## src/sv/pcx_pkg.sv

```systemverilog
// ----------------------------------------------------------------------------
// pcx_pkg
// Shared types and constants of the PCX run-length decoder.
// ----------------------------------------------------------------------------
package pcx_pkg;

  // Configuration register indexes.
  localparam int CFG_IDX_W = 1;
  localparam logic [CFG_IDX_W-1:0] CFG_RLE_ENABLE = 1'b0;
  localparam logic [CFG_IDX_W-1:0] CFG_IMAGE_LEN  = 1'b1;

  // Byte coding constants.
  localparam logic [7:0] RUN_MARK = 8'hC0;
  localparam int RUN_W = 6;
  localparam logic [RUN_W-1:0] RUN_ONE = 6'd1;

  // Command queue depth between front and back.
  localparam int FIFO_DEPTH = 2;
  localparam int FIFO_PTR_W = 1;
  localparam int FIFO_CNT_W = 2;

  // One classified input item: a byte, how many copies to emit, end of data.
  typedef struct packed {
    logic [7:0]       data;
    logic [RUN_W-1:0] copies;
    logic             eod;
  } cmd_t;

endpackage

```

## src/sv/pcx_in_if.sv

```systemverilog
// ----------------------------------------------------------------------------
// pcx_in_if
// Input channel: encoded bytes with an end-of-data marker.
// ----------------------------------------------------------------------------
interface pcx_in_if;
  logic       valid;
  logic       ready;
  logic [7:0] in_byte;
  logic       end_of_data;

  modport source (output valid, output in_byte, output end_of_data, input ready);
  modport sink   (input valid, input in_byte, input end_of_data, output ready);
endinterface

```

## src/sv/pcx_out_if.sv

```systemverilog
// ----------------------------------------------------------------------------
// pcx_out_if
// Result channel: decoded bytes with last and short-input flags.
// ----------------------------------------------------------------------------
interface pcx_out_if;
  logic       valid;
  logic       ready;
  logic [7:0] out_byte;
  logic       last_byte;
  logic       short_error;

  modport source (output valid, output out_byte, output last_byte, output short_error,
                  input ready);
  modport sink   (input valid, input out_byte, input last_byte, input short_error,
                  output ready);
endinterface

```

## src/sv/pcx_front.sv

```systemverilog
// ----------------------------------------------------------------------------
// pcx_front
// Accepts encoded bytes and classifies each into a copy command.
// ----------------------------------------------------------------------------
module pcx_front (
  input  logic          clk,
  input  logic          rst_n,
  input  logic          rle_enable,
  pcx_in_if.sink        in_ch,
  input  logic          fifo_full,
  output logic          push,
  output pcx_pkg::cmd_t push_cmd
);

  logic                      awaiting_r, awaiting_nxt;
  logic [pcx_pkg::RUN_W-1:0] run_r, run_nxt;
  logic                      is_count;

  assign in_ch.ready = !fifo_full;
  assign push        = in_ch.valid && !fifo_full;
  assign is_count    = rle_enable && ((in_ch.in_byte & pcx_pkg::RUN_MARK) == pcx_pkg::RUN_MARK);

  // Classify the byte: value of a pending run, a count byte, or a literal.
  always_comb begin
    awaiting_nxt      = awaiting_r;
    run_nxt           = run_r;
    push_cmd.data     = in_ch.in_byte;
    push_cmd.eod      = in_ch.end_of_data;
    push_cmd.copies   = pcx_pkg::RUN_ONE;
    if (awaiting_r) begin
      push_cmd.copies = run_r;
      awaiting_nxt    = 1'b0;
      run_nxt         = '0;
    end else if (is_count) begin
      push_cmd.copies = '0;
      awaiting_nxt    = 1'b1;
      run_nxt         = in_ch.in_byte[pcx_pkg::RUN_W-1:0];
    end
    if (in_ch.end_of_data) begin
      awaiting_nxt = 1'b0;
      run_nxt      = '0;
    end
  end

  always_ff @(posedge clk) begin
    if (!rst_n) begin
      awaiting_r <= 1'b0;
      run_r      <= '0;
    end else if (push) begin
      awaiting_r <= awaiting_nxt;
      run_r      <= run_nxt;
    end
  end

endmodule

```

## src/sv/pcx_cmd_fifo.sv

```systemverilog
// ----------------------------------------------------------------------------
// pcx_cmd_fifo
// Short command queue that decouples the front from the back.
// ----------------------------------------------------------------------------
module pcx_cmd_fifo (
  input  logic          clk,
  input  logic          rst_n,
  input  logic          push,
  input  pcx_pkg::cmd_t push_cmd,
  output logic          full,
  input  logic          pop,
  output logic          head_valid,
  output pcx_pkg::cmd_t head_cmd
);

  pcx_pkg::cmd_t                  mem_r [pcx_pkg::FIFO_DEPTH];
  logic [pcx_pkg::FIFO_PTR_W-1:0] wr_ptr_r, rd_ptr_r;
  logic [pcx_pkg::FIFO_CNT_W-1:0] count_r;

  assign full       = (count_r == pcx_pkg::FIFO_CNT_W'(pcx_pkg::FIFO_DEPTH));
  assign head_valid = (count_r != '0);
  assign head_cmd   = mem_r[rd_ptr_r];

  // Storage; pushes are gated by full at the source.
  always_ff @(posedge clk) begin
    if (push) begin
      mem_r[wr_ptr_r] <= push_cmd;
    end
  end

  // Pointers and fill count.
  always_ff @(posedge clk) begin
    if (!rst_n) begin
      wr_ptr_r <= '0;
      rd_ptr_r <= '0;
      count_r  <= '0;
    end else begin
      if (push) begin
        wr_ptr_r <= wr_ptr_r + 1'b1;
      end
      if (pop) begin
        rd_ptr_r <= rd_ptr_r + 1'b1;
      end
      if (push && !pop) begin
        count_r <= count_r + 1'b1;
      end else if (pop && !push) begin
        count_r <= count_r - 1'b1;
      end
    end
  end

endmodule

```

## src/sv/pcx_back.sv

```systemverilog
// ----------------------------------------------------------------------------
// pcx_back
// Expands copy commands into decoded bytes, tracks the decoded size and
// reports a short input at end of data.
// ----------------------------------------------------------------------------
module pcx_back #(
  parameter int SIZE_WIDTH = 24
) (
  input  logic                  clk,
  input  logic                  rst_n,
  input  logic [SIZE_WIDTH-1:0] image_len,
  input  logic                  head_valid,
  input  pcx_pkg::cmd_t         head_cmd,
  output logic                  pop,
  pcx_out_if.source             out_ch
);

  pcx_pkg::cmd_t             cur_r;
  logic                      cur_valid_r;
  logic [pcx_pkg::RUN_W-1:0] rem_r, rem_nxt;
  logic [SIZE_WIDTH-1:0]     produced_r, produced_nxt, produced_inc;
  logic                      done_r, done_nxt;
  logic                      out_valid_r;
  logic [7:0]                out_byte_r;
  logic                      out_last_r, out_err_r;

  logic       can_emit, active, done_now, hit, finish;
  logic       emit, emit_last, emit_err;
  logic [7:0] emit_byte;

  assign can_emit     = !out_valid_r || out_ch.ready;
  assign active       = cur_valid_r && can_emit;
  assign produced_inc = produced_r + 1'b1;
  assign done_now     = done_r || (produced_r >= image_len);
  assign hit          = (produced_inc == image_len);
  assign pop          = head_valid && (!cur_valid_r || finish);

  // One step of the current command per cycle, while the output register can take a byte.
  always_comb begin
    rem_nxt      = rem_r;
    produced_nxt = produced_r;
    done_nxt     = done_r;
    emit         = 1'b0;
    emit_byte    = cur_r.data;
    emit_last    = 1'b0;
    emit_err     = 1'b0;
    finish       = 1'b0;
    if (active) begin
      if (!done_now && (rem_r != '0)) begin
        emit         = 1'b1;
        emit_last    = hit;
        produced_nxt = produced_inc;
        rem_nxt      = rem_r - 1'b1;
        done_nxt     = hit;
        // An end of data that leaves the image short still owes an error result.
        if ((hit || (rem_r == pcx_pkg::RUN_ONE)) && (hit || !cur_r.eod)) begin
          finish = 1'b1;
          if (cur_r.eod) begin
            produced_nxt = '0;
            done_nxt     = 1'b0;
          end
        end
      end else begin
        finish = 1'b1;
        if (cur_r.eod) begin
          if (!done_now) begin
            emit      = 1'b1;
            emit_byte = '0;
            emit_last = 1'b1;
            emit_err  = 1'b1;
          end
          produced_nxt = '0;
          done_nxt     = 1'b0;
        end else begin
          done_nxt = done_now;
        end
      end
    end
  end

  // Current command and image progress.
  always_ff @(posedge clk) begin
    if (!rst_n) begin
      cur_valid_r <= 1'b0;
      rem_r       <= '0;
      produced_r  <= '0;
      done_r      <= 1'b0;
    end else begin
      produced_r <= produced_nxt;
      done_r     <= done_nxt;
      if (pop) begin
        cur_valid_r <= 1'b1;
        rem_r       <= head_cmd.copies;
      end else begin
        rem_r <= rem_nxt;
        if (finish) begin
          cur_valid_r <= 1'b0;
        end
      end
    end
  end

  always_ff @(posedge clk) begin
    if (pop) begin
      cur_r <= head_cmd;
    end
  end

  // Output register.
  always_ff @(posedge clk) begin
    if (!rst_n) begin
      out_valid_r <= 1'b0;
    end else if (emit) begin
      out_valid_r <= 1'b1;
    end else if (out_ch.ready) begin
      out_valid_r <= 1'b0;
    end
  end

  always_ff @(posedge clk) begin
    if (emit) begin
      out_byte_r <= emit_byte;
      out_last_r <= emit_last;
      out_err_r  <= emit_err;
    end
  end

  assign out_ch.valid       = out_valid_r;
  assign out_ch.out_byte    = out_byte_r;
  assign out_ch.last_byte   = out_last_r;
  assign out_ch.short_error = out_err_r;

endmodule

```

## src/sv/pcx_rle_decoder_top.sv

```systemverilog
// ----------------------------------------------------------------------------
// pcx_rle_decoder_top
// PCX run-length decoder for image data after the header.
// ----------------------------------------------------------------------------
// Channel   Direction  Contents
// in_ch     sink       in_byte, end_of_data
// out_ch    source     out_byte, last_byte, short_error
// cfg_*     input      write enable, register index, write data
//
// The back end emits a literal byte once and a run of n copies as n bytes, one
// output transfer per cycle while out_ch is ready, set by the single output
// register. A count byte or a byte after the image is done emits nothing; an
// error result emits one zero byte. The two-entry command queue lets input
// transfers continue while a run is emitted, then back-pressures the input.
// Reset is synchronous and clears all control state; no clearing pass.
// ----------------------------------------------------------------------------
module pcx_rle_decoder_top #(
  parameter int SIZE_WIDTH = 24
) (
  input  logic                          clk,
  input  logic                          rst_n,
  pcx_in_if.sink                        in_ch,
  pcx_out_if.source                     out_ch,
  input  logic                          cfg_we,
  input  logic [pcx_pkg::CFG_IDX_W-1:0] cfg_index,
  input  logic [SIZE_WIDTH-1:0]         cfg_data
);

  logic                  rle_enable_r;
  logic [SIZE_WIDTH-1:0] image_len_r;
  logic                  push, fifo_full, pop, head_valid;
  pcx_pkg::cmd_t         push_cmd, head_cmd;

  // Configuration registers.
  always_ff @(posedge clk) begin
    if (!rst_n) begin
      rle_enable_r <= 1'b1;
      image_len_r  <= '0;
    end else if (cfg_we) begin
      unique case (cfg_index)
        pcx_pkg::CFG_RLE_ENABLE: rle_enable_r <= cfg_data[0];
        pcx_pkg::CFG_IMAGE_LEN:  image_len_r  <= cfg_data;
        default: ;
      endcase
    end
  end

  pcx_front u_front (
    .clk        (clk),
    .rst_n      (rst_n),
    .rle_enable (rle_enable_r),
    .in_ch      (in_ch),
    .fifo_full  (fifo_full),
    .push       (push),
    .push_cmd   (push_cmd)
  );

  pcx_cmd_fifo u_fifo (
    .clk        (clk),
    .rst_n      (rst_n),
    .push       (push),
    .push_cmd   (push_cmd),
    .full       (fifo_full),
    .pop        (pop),
    .head_valid (head_valid),
    .head_cmd   (head_cmd)
  );

  pcx_back #(
    .SIZE_WIDTH (SIZE_WIDTH)
  ) u_back (
    .clk        (clk),
    .rst_n      (rst_n),
    .image_len  (image_len_r),
    .head_valid (head_valid),
    .head_cmd   (head_cmd),
    .pop        (pop),
    .out_ch     (out_ch)
  );

endmodule
```

## src/flat_wrapper.sv

```systemverilog
// flat-port wrapper written by rule: the top's interface ports become plain ports
module pcx_rle_decoder_top_flat 
#(
  parameter int SIZE_WIDTH = 24
)
  (clk, rst_n, cfg_we, cfg_index, cfg_data, in_ch_valid, in_ch_in_byte, in_ch_end_of_data, in_ch_ready, out_ch_valid, out_ch_out_byte, out_ch_last_byte, out_ch_short_error, out_ch_ready);
  pcx_in_if in_ch_i ();
  pcx_out_if out_ch_i ();
  input  logic clk;
  input  logic rst_n;
  input  logic cfg_we;
  input  logic [pcx_pkg::CFG_IDX_W-1:0] cfg_index;
  input  logic [SIZE_WIDTH-1:0] cfg_data;
  input wire logic [$bits(in_ch_i.valid)-1:0] in_ch_valid;
  input wire logic [$bits(in_ch_i.in_byte)-1:0] in_ch_in_byte;
  input wire logic [$bits(in_ch_i.end_of_data)-1:0] in_ch_end_of_data;
  output wire logic [$bits(in_ch_i.ready)-1:0] in_ch_ready;
  output wire logic [$bits(out_ch_i.valid)-1:0] out_ch_valid;
  output wire logic [$bits(out_ch_i.out_byte)-1:0] out_ch_out_byte;
  output wire logic [$bits(out_ch_i.last_byte)-1:0] out_ch_last_byte;
  output wire logic [$bits(out_ch_i.short_error)-1:0] out_ch_short_error;
  input wire logic [$bits(out_ch_i.ready)-1:0] out_ch_ready;
  assign in_ch_i.valid = in_ch_valid;
  assign in_ch_i.in_byte = in_ch_in_byte;
  assign in_ch_i.end_of_data = in_ch_end_of_data;
  assign in_ch_ready = in_ch_i.ready;
  assign out_ch_valid = out_ch_i.valid;
  assign out_ch_out_byte = out_ch_i.out_byte;
  assign out_ch_last_byte = out_ch_i.last_byte;
  assign out_ch_short_error = out_ch_i.short_error;
  assign out_ch_i.ready = out_ch_ready;
  pcx_rle_decoder_top #(.SIZE_WIDTH(SIZE_WIDTH)) u_core (.clk(clk), .rst_n(rst_n), .in_ch(in_ch_i), .out_ch(out_ch_i), .cfg_we(cfg_we), .cfg_index(cfg_index), .cfg_data(cfg_data));
endmodule
```

## config.mk

```make
export PLATFORM = sky130hd
export DESIGN_NAME = pcx_rle_decoder_top_flat
export DESIGN_NICKNAME = d
export VERILOG_FILES = /design/src/sv/pcx_pkg.sv /design/src/sv/pcx_in_if.sv /design/src/sv/pcx_out_if.sv /design/src/sv/pcx_front.sv /design/src/sv/pcx_cmd_fifo.sv /design/src/sv/pcx_back.sv /design/src/sv/pcx_rle_decoder_top.sv /design/src/flat_wrapper.sv
export SDC_FILE = /design/constraint.sdc
export NUM_CORES = 1
export LEC_CHECK = 0
export BUFFER_PORTS_ARGS = -buffer_cell sky130_fd_sc_hd__buf_4
export CORE_MARGIN = 2
export CORE_UTILIZATION = 60
export DETAILED_ROUTE_END_ITERATION = 12
export PLACE_DENSITY = 0.77
export SYNTH_ARGS = -nofsm -noshare
export SYNTH_HDL_FRONTEND = slang
export SYNTH_HIERARCHICAL = 1
export SYNTH_SLANG_ARGS = --single-unit
```

## constraint.sdc

```tcl
create_clock -name clk -period 7.6 [get_ports clk]
set_input_delay 0 -clock clk [delete_from_list [all_inputs] [get_ports clk]]
set_output_delay 0 -clock clk [all_outputs]
set_load 0.03 [all_outputs]
```

==> flow_summary.yaml <==
final_layout:
  final_cells: 900
  drive_gt1_frac: 0.1897
  area_growth_pct: 22.71
  nNetsFinal: 813
critical_path:
  worst-path-max-fanout: 17
  arrival_ps: 4630
  reg2reg_to: "u_core/u_fifo/count_r[1]"
  setup.worst_path.start: "u_core/u_back/produced_r[8]"
  rr_startpoint: "u_core/u_back/produced_r[8]"
  reg2reg_depth: 12
  crit_path_end_kind: "flop"
  cp-start-kind: "flop"
  crit_type: "reg2reg"
  endpoint: "u_core/u_fifo/count_r[1]"
  critPathRequiredTime_ps: 8050
  reg2reg_setup_slack_ps: 3420
power_and_ir_drop:
  vdd_drop_max_uv: 188.1
  p_int_mw: 1.484
  switching_power_mw: 0.6902
  switching_share: 0.3174
  combPwrFrac: 0.244
  clkPwrFrac: 0.357
  pwr-share-seq: 0.398
  power_density_nw_per_um2: 271.7
  p_leak_nw: 3.005
logic_synthesis:
  synth-edff-count: 49
  synth-xor-area-share: 0.07923
  avgSynthCellArea_sq_um: 9.928
  synthesis.area_sq_um: 6523
  ys_warn_count: 6
  synthArstFlopShare: 0
  synth-compound-area-share: 0.1126
  syn_nets: 724
  syn_inst: 657
  synth_top_family_by_area: "simple AND/OR/NAND/NOR gates"
  synth_adder_area_share: 0.05371
  ys_seq_elements: 119
  yosysSeqAreaShare: 0.4404
  synth_cell_types: 63
  synth_mux_area_frac: 0.03549
  yosys.area_share.simple: 0.2179
  synthFlopType: "dfxtp_1"
routing:
  antenna_left: 0
  drt_iter0_drc: 525
  vias: 5500
  drcViolationCount: 0
  wl_mm: 17.02
  avgViaCountPerCell: 6.111
  wire_per_inst_um: 18.91
  drt_first_pass_iters: 6
floorplanning:
  boundaryPins: 51
  placementRows: 38
  dieHeight_um: 108.3
  start_util: 0.6070
  die-area_sq_um: 11720
  core_area_sq_um: 10750
  die_x_um: 108.3
place:
  dp_cells: 805
  place.gp.congestion: 0.8988
  io_buffers: 50
  hpwl_mm: 10.12
clocking:
  cts_hold_buf: 62
  clock_sinks: 119
  post_cts_resized: 0
  cts_setup_buffers: 0
  insertion_delay_ps: 530
  cts_tree: "yes"
  h-tree-depth: 4
  cts.reportedPaths.clkPinSlew_ps: 60
  root_buffer: "clkbuf_8"
  clockBufferDepth: 2
  cts_buffers: 17
run_status:
  run_status: "finished, final reports clean"
global_route:
  gr-total-overflow: 0
  grt_max_degree: 88
  antenna_found_initial: 0
  grt_pass1_wl_mm: 26.79
  grt_pass1_vias: 5375
  grt_usage: 0.3018
min_path:
  hold_path.class: "in2reg"
  hp-start: "rst_n"
sta:
  worst_pin_slew_ps: 922.8
  finalSetupViolations: 0
  post-route-period-util: 0.5500
  hold_viol_final: 0
  skew_ps: 9.959
  fmax_ghz: 0.2392
  timing.final.max_slew_violations: 0
  finalCriticalPeriod_ps: 4180
  setup_tns_ps: 0
  whs_ps: 122.2
  rsz0062_at_grt: "false"
  slew_headroom: 0.3833
run:
  drv_cap: 0
-- final cells by class --
class / count / area, sq um
multi-input combinational: 460 / 3254
sequential: 119 / 2873
antenna: 1 / 2.502
clock buffer: 18 / 417.9
fill: 707 / 2741
inverter: 35 / 131.4
timing repair buffer: 113 / 1003
clock inverter: 14 / 146.4
tap: 140 / 175.2
-- cells by family after synthesis --
kind of cell | after synthesis
AOI/OAI and AO/OA | 96
xor gates and xnor gates | 59
adders and majority gates | 28
buffers and inverters | 78
DFF | 119
muxes | 21
and+or+nand+nor | 256
-- power by group through the flow --
stage / Combinational [mW] / Clock [mW] / Sequential [mW]
final: 0.531 / 0.777 / 0.867
after global routing: 0.574 / 0.807 / 0.878
after CTS: 0.521 / 0.773 / 0.865
after detailed placement: 0.492 / 0 / 0.877
after global placement: 0.486 / 0 / 0.870
after floorplan: 0.326 / 0 / 0.904
-- state kept, by name, summed over array words and instances (netlist names), named ones only --
| register | cells |
|---|---|
| u_core/u_back/out_ch.last_byte | 1 |
| u_core/image_len_r | 24 |
| u_core/u_back/rem_r | 6 |
| u_core/u_fifo/rd_ptr_r | 1 |
| u_core/u_front/awaiting_r | 1 |
| u_core/u_back/out_ch.valid | 1 |
| u_core/u_front/run_r | 6 |
| u_core/u_back/cur_r | 9 |
| u_core/u_back/done_r | 1 |
| u_core/rle_enable_r | 1 |
| u_core/u_fifo/count_r | 2 |
| u_core/u_fifo/mem_r | 30 |
| u_core/u_back/cur_valid_r | 1 |
| u_core/u_back/out_ch.out_byte | 8 |
| u_core/u_back/out_ch.short_error | 1 |
| u_core/u_fifo/wr_ptr_r | 1 |
| u_core/u_back/produced_r | 24 |
-- per-stage QoR --
| stage | total power [mW] | utilization | setup WS, ps | cell area (sq um) |
|---|---|---|---|---|
| floorplan | 1.230 | - | 3941 | 6523 |
| global placement | 1.356 | 0.6344 | 3629 | 6817 |
| detailed placement | 1.369 | 0.6344 | 3528 | 6817 |
| CTS | 2.159 | 0.7446 | 3490 | 8001 |
| global route | 2.259 | 0.7446 | 3107 | 8001 |
| finish | 2.174 | 0.7449 | 3420 | 8004 |
-- synth_stat cells, types with 17 or more instances --
| cell type | instances | area (sq um) |
|---|---|---|
| nand4_1 | 42 | 262.8 |
| xnor2_1 | 37 | 324.1 |
| ha_1 | 28 | 350.3 |
| inv_1 | 35 | 131.4 |
| xor2_1 | 22 | 192.7 |
| o21ai_0 | 17 | 85.08 |
| dfxtp_1 | 70 | 1401 |
| nand3_1 | 20 | 100.1 |
| o21ai_2 | 21 | 183.9 |
| edfxtp_1 | 49 | 1471 |
| nor2_1 | 32 | 120.1 |
| nand2_1 | 62 | 232.7 |
-- layout by cell type, fill, tap and decap left out, types with 10 or more instances in the layout --
| cell | Yosys | final |
|---|---|---|
| xnor2_1 | 37 | 37 |
| clkbuf_16 | 0 | 16 |
| nand3_1 | 20 | 20 |
| nor2_2 | 10 | 10 |
| or3_1 | 13 | 13 |
| ha_1 | 28 | 28 |
| o21ai_0 | 17 | 17 |
| nor2b_1 | 14 | 14 |
| o21ai_2 | 21 | 21 |
| inv_1 | 35 | 35 |
| xor2_1 | 22 | 22 |
| buf_4 | 12 | 51 |
| dfxtp_1 | 70 | 70 |
| and2_1 | 14 | 14 |
| nand2_1 | 62 | 62 |
| edfxtp_1 | 49 | 49 |
| mux2_2 | 16 | 16 |
| nor2_1 | 32 | 32 |
| nand4_1 | 42 | 42 |
| dlygate4sd3_1 | 0 | 62 |
-- routing by layer --
| layer | global-route usage | routed length [um] | up-vias |
|---|---|---|---|
| li1 | - | - | 2528 |
| met1 | 0.3968 | 7016 | 2611 |
| met2 | 0.4847 | 8176 | 293 |
| met3 | 0.06932 | 1306 | 68 |
| met4 | 0.1190 | 519 | 0 |
| met5 | 0 | 0 | - |
-- worst max-delay path, cell delays in order (launching register included) --
cell and delay [ps]:
dfxtp_1 560, nand4_4 220, or4_1 680, or4_1 530, nand4_1 100, nor2_1 70
nor4_4 450, a21oi_2 180, nor2_4 390, inv_1 100, ha_1 320, or3_1 350
a21boi_1 150
-- worst min path at each step --
| stage | endpoint | slack [ps] | cells after the start |
|---|---|---|---|
| after floorplan | u_core/u_fifo/wr_ptr_r | 120 | 1 |
| after global placement | u_core/u_fifo/mem_r[1][7] | 200 | 1 |
| after detailed placement | u_core/u_fifo/mem_r[1][14] | 200 | 1 |
| after CTS | u_core/u_fifo/wr_ptr_r | 110 | 2 |
| after global routing | u_core/u_fifo/wr_ptr_r | 150 | 2 |
| final | u_core/u_fifo/wr_ptr_r | 120 | 2 |
Power figures use the tool's default switching activity.
